`src/rtl/core/ptlm_pkg.sv`:
```
package ptlm_pkg;

   localparam int TABLE_ENTRIES = 64;
   localparam int IDX_W = (TABLE_ENTRIES > 1) ? $clog2(TABLE_ENTRIES) : 1;
   localparam int CNT_W = $clog2(TABLE_ENTRIES + 1);
   localparam int ADDR_W = 128;
   localparam int HALF_W = 64;
   localparam int V4_W = 32;
   localparam int LEN_W = 8;
   localparam int OUT_IDX_W = 6;

   localparam logic [LEN_W-1:0] V4_LEN_MAX = LEN_W'(V4_W);
   localparam logic [LEN_W-1:0] V6_LEN_MAX = LEN_W'(ADDR_W);

   localparam logic [1:0] FAM_NONE = 2'd0;
   localparam logic [1:0] FAM_V4 = 2'd1;
   localparam logic [1:0] FAM_V6 = 2'd2;

   localparam logic ACT_ADD = 1'b0;
   localparam logic ACT_LOOKUP = 1'b1;

   typedef enum logic [2:0] {
      STATUS_NONE = 3'd0,
      STATUS_EXACT = 3'd1,
      STATUS_CONTAINED = 3'd2,
      STATUS_ADDED = 3'd3,
      STATUS_PRESENT = 3'd4,
      STATUS_FULL = 3'd5
   } status_type;

   typedef enum logic [1:0] {
      ST_IDLE,
      ST_SCAN,
      ST_DRAIN,
      ST_FINISH
   } state_type;

   typedef struct packed {
      logic action;
      logic [1:0] family;
      logic [HALF_W-1:0] addr_high;
      logic [HALF_W-1:0] addr_low;
      logic [LEN_W-1:0] prefix_len;
   } req_type;

   typedef struct packed {
      status_type status;
      logic [LEN_W-1:0] matched_len;
      logic [OUT_IDX_W-1:0] matched_index;
      logic table_empty;
   } rsp_type;

   typedef struct packed {
      logic is_v6;
      logic [LEN_W-1:0] length;
      logic [ADDR_W-1:0] addr;
   } entry_type;

   typedef struct packed {
      logic clear;
      logic valid;
      logic [IDX_W-1:0] idx;
   } match_ctrl_type;

   typedef struct packed {
      logic hit;
      logic [IDX_W-1:0] hit_idx;
      logic [LEN_W-1:0] best_len;
      logic [IDX_W-1:0] best_idx;
   } match_result_type;

endpackage

```
`src/rtl/core/ptlm_match.sv`:
```
module ptlm_match (
   input  logic                           clock,
   input  logic                           reset,
   input  ptlm_pkg::match_ctrl_type       ctrl,
   input  ptlm_pkg::entry_type            query,
   input  ptlm_pkg::entry_type            entry,
   output ptlm_pkg::match_result_type     result
);

   localparam logic [ptlm_pkg::ADDR_W-1:0] ALL_ONES = '1;

   logic                            hit_ff, hit_in;
   logic [ptlm_pkg::IDX_W-1:0]      hit_idx_ff, hit_idx_in;
   logic [ptlm_pkg::LEN_W-1:0]      best_len_ff, best_len_in;
   logic [ptlm_pkg::IDX_W-1:0]      best_idx_ff, best_idx_in;

   logic                            fam_eq;
   logic                            exact;
   logic                            contain;
   logic [ptlm_pkg::ADDR_W-1:0]     top_mask;

   always_comb begin
      fam_eq = (entry.is_v6 == query.is_v6);
      exact = fam_eq && (entry.length == query.length) && (entry.addr == query.addr);
      // keep only the entry's top length bits
      top_mask = ~(ALL_ONES >> entry.length);
      contain = fam_eq && (entry.length > best_len_ff) && (entry.length < query.length) &&
                (((entry.addr ^ query.addr) & top_mask) == '0);
   end

   always_comb begin
      hit_in = hit_ff;
      hit_idx_in = hit_idx_ff;
      best_len_in = best_len_ff;
      best_idx_in = best_idx_ff;
      if (ctrl.clear) begin
         hit_in = 1'b0;
         best_len_in = '0;
      end else if (ctrl.valid) begin
         if (exact && !hit_ff) begin
            hit_in = 1'b1;
            hit_idx_in = ctrl.idx;
         end
         // strictly longer only: first inserted wins a tie
         if (contain) begin
            best_len_in = entry.length;
            best_idx_in = ctrl.idx;
         end
      end
   end

   always_ff @(posedge clock) begin
      if (reset) begin
         hit_ff <= 1'b0;
         best_len_ff <= '0;
      end else begin
         hit_ff <= hit_in;
         best_len_ff <= best_len_in;
      end
      hit_idx_ff <= hit_idx_in;
      best_idx_ff <= best_idx_in;
   end

   assign result = '{hit: hit_ff, hit_idx: hit_idx_ff,
                     best_len: best_len_ff, best_idx: best_idx_ff};

endmodule

```
`config.mk`:
```
export PLATFORM = sky130hd
export DESIGN_NAME = ptlm_match
export DESIGN_NICKNAME = d
export VERILOG_FILES = /design/src/rtl/core/ptlm_pkg.sv /design/src/rtl/core/ptlm_match.sv
export SDC_FILE = /design/constraint.sdc
export NUM_CORES = 1
export LEC_CHECK = 0
export CORE_AREA = 8 8 112 114
export CTS_CLUSTER_DIAMETER = 200
export DETAILED_ROUTE_END_ITERATION = 10
export DIE_AREA = 0 0 120 122
export DONT_BUFFER_PORTS = 1
export MAX_ROUTING_LAYER = met4
export PLACE_DENSITY = 0.65
export SYNTH_ARGS = -nofsm -noshare
export SYNTH_HDL_FRONTEND = slang
export SYNTH_SLANG_ARGS = --single-unit
```
`constraint.sdc`:
```
create_clock -name clock -period 4 [get_ports clock]
set_input_delay 0.8 -clock clock [delete_from_list [all_inputs] [get_ports clock]]
set_output_delay 0.8 -clock clock [all_outputs]
set_load 0.03 [all_outputs]
```
==> results of run 1 <==
[cells by family (layout without fill, tap and decap cells)]
group | count (synthesis) | after routing | share of synthesized area
xor gates and xnor gates | 131 | 131 | 0.2552
DFF | 21 | 21 | 0.1202
buffers and inverters | 55 | 34 | 0.06262
adders and majority gates | 18 | 18 | 0.04898
AOI/OAI and AO/OA | 189 | 189 | 0.3000
and+or+nand+nor | 169 | 169 | 0.2129
[cell type report]
class                   instances  area, sq um
clock buffers                   3        41.29
clock inverters                 1        5.005
fillers                      1151         6120
inverters                      22        82.58
multi-input cells             507         3674
flip-flops and latches         21        540.5
well taps                     140        175.2
repair buffers                  8        60.06
[sequential cells by signal, summed over array words and instances, names as in the netlist]
signal / cells
best_idx_ff: 6
best_len_ff: 8
hit_ff: 1
hit_idx_ff: 6
[cells in the final DEF (no fill, tap or decap), drive strengths merged, types with 4 or more instances in the layout]
cell type	Yosys	layout
ha	16	16
xor2	91	91
xnor2	40	40
dfxtp	9	9
or3	6	6
a31o	5	5
edfxtp	12	12
nand2	31	31
nand3	12	12
nor4	19	19
a2111oi	5	5
nor3	20	20
nor2	27	27
o21ai	26	26
o211ai	4	4
o2bb2ai	4	4
a21oi	55	55
a21o	9	9
a211o	4	4
or4	4	4
buf	20	8
o22ai	11	11
a22oi	6	6
inv	21	21
a31oi	8	8
o31ai	11	11
o21a	7	7
nand4	27	27
or2	6	6
a211oi	4	4
[metrics by stage]
step                hold WS (ns)    util  worst slack (ns)  instances  area [sq um]
finish                    0.6232  0.4280            0.5065        702          4578
global route              0.6150  0.4280            0.2751        702          4578
CTS                       0.6272  0.4280            0.5781        702          4578
detailed placement        0.6349  0.4236            0.3052        698          4532
global placement          0.6302  0.4236            0.3113        698          4532
floorplan                 0.4398       -            0.4665        583          4496
[final timing paths]
check             cells past startpoint  slack (ns)        endpoint
setup / recovery                     10        0.51  best_idx_ff[1]
hold / removal                        0        0.62  best_idx_ff[2]
setup reg to reg                     10        0.51  best_idx_ff[1]
hold reg to reg                       2        0.63          hit_ff
[power groups by stage]
| stage | clock network [mW] | registers [mW] | logic [mW] |
|---|---|---|---|
| finish | 0.142 | 0.228 | 0.431 |
| global route | 0.152 | 0.228 | 0.464 |
| global placement | 0 | 0.233 | 0.421 |
| floorplan | 0 | 0.233 | 0.328 |
| CTS | 0.140 | 0.228 | 0.423 |
| detailed placement | 0 | 0.233 | 0.420 |
[per-layer routing]
metal  global-route usage  vias to the layer above  share of wire
met2               0.4852                      380           0.47
met5                    -                        -              0
met4              0.09212                        0          0.030
met3              0.07635                       45           0.11
li1                     -                     2159              -
met1               0.3493                     2265           0.39
[Yosys cell counts, types with 7 or more instances]
library cell / number / area [sq um]
edfxtp_1: 12 / 360.4
xnor2_1: 40 / 350.3
o22ai_1: 11 / 68.82
buf_6: 8 / 90.09
o21a_1: 7 / 52.55
dfxtp_1: 9 / 180.2
a31oi_1: 8 / 50.05
xor2_1: 91 / 797.0
ha_1: 16 / 200.2
clkbuf_1: 13 / 48.80
nor2_1: 24 / 90.09
nand3_1: 12 / 60.06
o21ai_0: 19 / 95.09
a21oi_1: 55 / 275.3
o31ai_2: 8 / 100.1
nor3_1: 18 / 90.09
nand4_1: 26 / 162.7
nor4_1: 18 / 112.6
a21o_1: 9 / 67.56
inv_1: 21 / 78.83
nand2_1: 31 / 116.4
[worst reg2reg max path, delay by kind of cell (launching register included)]
family / cells / cell delay (ns)
AOI/OAI and AO/OA: 2 / 0.67
DFF: 1 / 0.58
buffers and inverters: 2 / 0.29
adders and majority gates: 1 / 0.30
and+or+nand+nor: 5 / 1.37
==> impl_metrics.env, run 1 <==
export IMPL_synth_seq_area_share=0.1202
export IMPL_status="finished, final reports clean"
export IMPL_synth_nets=883
export IMPL_required_ns=3.98
export IMPL_combPwrFrac=0.538
export IMPL_synth_edff_count=12
export IMPL_initial_core_util=0.4202
export IMPL_die_w_um=120
export IMPL_worstSetupPathType="reg -> reg"
export IMPL_p_leak_nw=1.509
export IMPL_area_growth_pct=1.837
export IMPL_hold_buffers=0
export IMPL_syn_area_per_cell_sq_um=7.711
export IMPL_ys_warn_count=0
export IMPL_slowest_delay_ns=0.63
export IMPL_setup_viol=0
export IMPL_antennaDiodeCount=0
export IMPL_clock_sinks=21
export IMPL_ctsResizeCount=0
export IMPL_floorplan_io_pins=305
export IMPL_synthArstFlopShare=0
export IMPL_fp_coreArea_sq_mm=0.01070
export IMPL_cp_top_family="simple AND/OR/NAND/NOR gates"
export IMPL_worstPathMaxFanout=6
export IMPL_first_global_vias=5326
export IMPL_grt_setup_unrepaired="no"
export IMPL_grt_first_pass_wirelength_mm=32.68
export IMPL_fin_tns_setup_ns=0
export IMPL_vias=4849
export IMPL_clock_power_share=0.177
export IMPL_synthDistinctLibCells=81
export IMPL_cp_arrival_ns=3.47
export IMPL_startpoint="best_len_ff[7]"
export IMPL_cp_slowest_cell="nor4_1"
export IMPL_synth_area_sq_mm=0.004496
export IMPL_grt_usage=0.2961
export IMPL_cts_buffers=3
export IMPL_internal_power_mw=0.4678
export IMPL_cellPowerDensity_mw_per_mm2=174.9
export IMPL_clock_insertion_delay_worst_skew_ns=0.27
export IMPL_report_final_slew_viol_count=0
export IMPL_drive_gt1_frac=0.07117
export IMPL_crit_path_end_kind="flip-flop"
export IMPL_cts_buffer_depth=2
export IMPL_max_cap_viol_count=0
export IMPL_power_total_mw=0.8006
export IMPL_synthFlopType="edfxtp_1"
export IMPL_drtAntennaViolNets=0
export IMPL_r2r_start="best_len_ff[7]"
export IMPL_grt_max_degree=46
export IMPL_worstPathCellList="inv_1 > ha_1 > nand4_1 > o211a_1 > nand4b_1 > nor4_1 > nand4_2 > a2111o_1 > nor4_2 > buf_4"
export IMPL_syn_instance_count=583
export IMPL_start_kind="flip-flop"
export IMPL_drtIter0Drc=525
export IMPL_port_buffers=0
export IMPL_grt_overflow_total=0
export IMPL_h_tree_depth=1
export IMPL_tightest_slew_ns=0.8441
export IMPL_min_from="ctrl[2]"
export IMPL_p_sw_mw=0.3329
export IMPL_final_hold_viol_count=0
export IMPL_finalCritPeriodShare=0.8734
export IMPL_path_clk_slew_ns=0.08
export IMPL_relSlewSlack=0.4329
export IMPL_rows=38
export IMPL_timing_fmax_mhz=286.2
export IMPL_synth_seq_cells=21
export IMPL_die_area_sq_mm=0.01464
export IMPL_peakVddDrop_v=0.0001613
export IMPL_cp_num_buf_inv=2
export IMPL_finalCriticalPeriod_ns=3.493
export IMPL_dr_pass1_iters=5
export IMPL_cts_root_buf="clkbuf_8"
export IMPL_finClkSkew_ns=0.004867
export IMPL_cts_setup_buffers=0
export IMPL_p_sw_frac=0.4158
export IMPL_antenna_found_initial=0
export IMPL_die_h_um=122
export IMPL_hold_class="in -> reg"
export IMPL_p_seq_frac=0.284
export IMPL_num_nets_final=863
export IMPL_drc=0
export IMPL_wire_per_inst_um=31.65
export IMPL_wl_mm=22.22
export IMPL_place_gp_congestion=1.010
export IMPL_cts_tree="yes"
export IMPL_post_drt_via_cell_ratio=6.907
export IMPL_place_hpwl_mm=18.74
Power figures use the tool's default switching activity.
==> inputs of run 2 (changes only) <==
--- a/config.mk
+++ b/config.mk
@@ -5,13 +5,14 @@
 export SDC_FILE = /design/constraint.sdc
 export NUM_CORES = 1
 export LEC_CHECK = 0
-export CORE_AREA = 8 8 112 114
+export ABC_AREA = 1
+export CORE_MARGIN = 8
+export CORE_UTILIZATION = 48
 export CTS_CLUSTER_DIAMETER = 200
 export DETAILED_ROUTE_END_ITERATION = 10
-export DIE_AREA = 0 0 120 122
 export DONT_BUFFER_PORTS = 1
 export MAX_ROUTING_LAYER = met4
-export PLACE_DENSITY = 0.65
+export PLACE_DENSITY = 0.72
 export SYNTH_ARGS = -nofsm -noshare
 export SYNTH_HDL_FRONTEND = slang
 export SYNTH_SLANG_ARGS = --single-unit
==> run 2 against run 1 <==
Global-route usage increased by 1.3 points. Register-to-register slack improved by 0.63 ns. Maximum frequency increased by 19%. Clock skew increased by 0.0021 ns. First-iteration DRC count increased by 13%. Count of clock-buffer cells in the layout unchanged. Synthesized cell count increased by 54%. Non-clock buffer count decreased by 5. Wire length decreased by 0.77%. Critical path type is now in -> reg. Highest routed layer unchanged.
==> impl_metrics.env, run 2 <==
export IMPL_grt_first_pass_wirelength_mm=33.21
export IMPL_worstReg2RegEnd="best_idx_ff[4]"
export IMPL_fin_area_sq_mm=0.005024
export IMPL_crit_end="best_idx_ff[4]"
export IMPL_place_area_sq_mm=0.004977
export IMPL_die_h_um=117.5
export IMPL_largest_reg_flops=8
export IMPL_rows=37
export IMPL_clock_insertion_delay_worst_skew_ns=0.26
export IMPL_finalCriticalPeriod_ns=2.934
export IMPL_cp_arrival_ns=2.84
export IMPL_ys_warn_count=0
export IMPL_syn_instance_count=900
export IMPL_p_seq_frac=0.269
export IMPL_timing_fmax_mhz=340.9
export IMPL_clock_power_share=0.165
export IMPL_timing_hold_ws_ns=0.6252
export IMPL_place_hpwl_mm=19.28
export IMPL_p_sw_mw=0.3814
export IMPL_floorplan_io_pins=305
export IMPL_r2r_start="best_len_ff[7]"
export IMPL_synth_area_sq_mm=0.004947
export IMPL_synth_seq_area_share=0.1093
export IMPL_fp_coreArea_sq_mm=0.01018
export IMPL_start_kind="input pin"
export IMPL_synthArstFlopShare=0
export IMPL_vias=5760
export IMPL_startpoint="entry[131]"
export IMPL_cts_root_buf="clkbuf_8"
export IMPL_antenna_found_initial=0
export IMPL_yosysTopAreaCellShare=0.2686
export IMPL_cts_tree="yes"
export IMPL_die_area_sq_mm=0.01381
export IMPL_fin_tns_setup_ns=0
export IMPL_reg2reg_depth=14
export IMPL_final_hold_viol_count=0
export IMPL_first_global_vias=5795
export IMPL_top_register="best_len_ff"
export IMPL_synth_largest_area_cell="nand2_1"
export IMPL_drtIter0Drc=595
export IMPL_dr_pass1_iters=5
export IMPL_syn_area_per_cell_sq_um=5.497
export IMPL_cts_buffers=3
export IMPL_initial_core_util=0.4857
export IMPL_num_nets_final=1188
export IMPL_synth_nets=1200
export IMPL_setup_viol=0
export IMPL_finClkSkew_ns=0.006998
export IMPL_power_total_mw=0.8455
export IMPL_synth_most_common_cell="nand2_1"
export IMPL_die_w_um=117.5
export IMPL_finalCritPeriodShare=0.7335
export IMPL_worstPathMaxFanout=10
export IMPL_path_clk_slew_ns=0.08
export IMPL_peakVddDrop_v=0.0001133
export IMPL_grt_max_degree=30
export IMPL_p_leak_nw=2.600
export IMPL_post_drt_via_cell_ratio=5.630
export IMPL_combPwrFrac=0.565
export IMPL_place_gp_congestion=1.044
export IMPL_synth_edff_count=12
export IMPL_cts_buffer_depth=2
export IMPL_synth_seq_cells=21
export IMPL_synth_area_leaders="nand2_1 27%, xor2_1 16%, nor2_1 10%, edfxtp_1 7.3%, inv_1 6.1%"
export IMPL_wire_per_inst_um=21.55
export IMPL_cellPowerDensity_mw_per_mm2=168.3
export IMPL_crit_path_end_kind="flip-flop"
export IMPL_cts_setup_buffers=0
export IMPL_synthDistinctLibCells=34
export IMPL_internal_power_mw=0.4642
export IMPL_grt_usage=0.3089
export IMPL_hold_depth=0
export IMPL_area_growth_pct=1.543
export IMPL_wl_mm=22.05
export IMPL_grt_overflow_total=0
export IMPL_hold_class="in -> reg"
export IMPL_tightest_slew_ns=0.7757
export IMPL_ctsResizeCount=0
export IMPL_drive_gt1_frac=0.03269
export IMPL_relSlewSlack=0.4756
export IMPL_drc=0
export IMPL_final_common_cell="nand2_1"
export IMPL_rrSetupSlack_ns=1.14
export IMPL_hold_buffers=0
export IMPL_report_final_slew_viol_count=0
export IMPL_synth_common_cells="354 x nand2_1, 138 x nor2_1, 88 x xor2_1"
export IMPL_max_cap_viol_count=0
export IMPL_worstSetupPathType="in -> reg"
export IMPL_n_fill_cell=1168
export IMPL_grt_setup_unrepaired="no"
export IMPL_synthFlopType="edfxtp_1"
export IMPL_drtAntennaViolNets=0
export IMPL_h_tree_depth=1
export IMPL_status="finished, final reports clean"
export IMPL_final_cell_mix="354 x nand2_1, 138 x nor2_1, 88 x xor2_1, 81 x inv_1, 43 x nand3_1"
export IMPL_reg_top3="best_len_ff x8, best_idx_ff x6, hit_idx_ff x6"
export IMPL_antennaDiodeCount=0
export IMPL_port_buffers=0
export IMPL_p_sw_frac=0.4510
export IMPL_clock_sinks=21
export IMPL_required_ns=3.90
## run 2: changes by cell type after synthesis, sizes merged, moves of 9 or more
| cell | change |
|---|---|
| o21ai | +14 |
| xnor2 | -17 |
| nor2 | +120 |
| nor3 | -14 |
| clkbuf | -10 |
| a21o | -9 |
| nand4 | -19 |
| inv | +64 |
| nand2 | +329 |
| nand3 | +31 |
| a21oi | -44 |
| o22ai | -11 |
| o31ai | -11 |
## run 2: kinds of logic after synthesis
group / synth area share
AOI/OAI and AO/OA: 0.05615
buffers and inverters: 0.09737
xor gates and xnor gates: 0.1965
and+or+nand+nor: 0.5003
DFF: 0.1093
adders and majority gates: 0.04046
## run 2: layer usage
metal  vias to the layer above  routed length (um)  GRT usage
li1                       2770                   -          -
met5                         -                   0          -
met3                        44                2138    0.05755
met1                      2563                9061     0.3884
met2                       383               10170     0.4959
met4                         0                 676    0.08487
## run 2: worst min path at each step
stage | start | end | slack (ns)
final | ctrl[5] | best_idx_ff[5] | 0.63
after global routing | ctrl[5] | best_idx_ff[5] | 0.61
after CTS | ctrl[5] | best_idx_ff[5] | 0.62
after detailed placement | best_len_ff[0] | best_len_ff[0] | 0.70
after global placement | hit_ff | hit_ff | 0.68
after floorplan | hit_ff | hit_ff | 0.46
## run 2: power groups by stage
| stage | clock (mW) | sequential [mW] | combinational [mW] |
|---|---|---|---|
| finish | 0.140 | 0.228 | 0.478 |
| global route | 0.152 | 0.228 | 0.528 |
| CTS | 0.144 | 0.228 | 0.468 |
| detailed placement | 0 | 0.233 | 0.465 |
| global placement | 0 | 0.233 | 0.470 |
| floorplan | 0 | 0.233 | 0.356 |
## run 2: cell type report
cell class | count | area, sq um | share of cell area
multi-input cells | 774 | 3925 | 0.7813
flip-flops and latches | 21 | 540.5 | 0.1076
inverters | 85 | 319.1 | 0.06351
well taps | 136 | 170.2 | 0.03387
clock buffers | 3 | 41.29 | 0.008219
repair buffers | 3 | 22.52 | 0.004483
clock inverters | 1 | 5.005 | 0.0009963
## run 2: metrics by stage
step / utilization / std cells / setup WS (ns)
CTS: 0.4932 / 1023 / 1.129
global placement: 0.4887 / 1019 / 0.7888
floorplan: - / 900 / 1.231
finish: 0.4932 / 1023 / 1.066
detailed placement: 0.4887 / 1019 / 0.8482
global route: 0.4932 / 1023 / 0.9201
## run 2: critical path: stages
cell and delay [ns]:
nor2_4 0.26, nand3_1 0.32, nand2_1 0.15, nand2_1 0.06
nor2_1 0.10, nand2_1 0.06, nor2_1 0.12, nand2_1 0.11
nand2_1 0.08, nand2_1 0.04, nor2_1 0.20, nand2_2 0.11
nor2_1 0.41
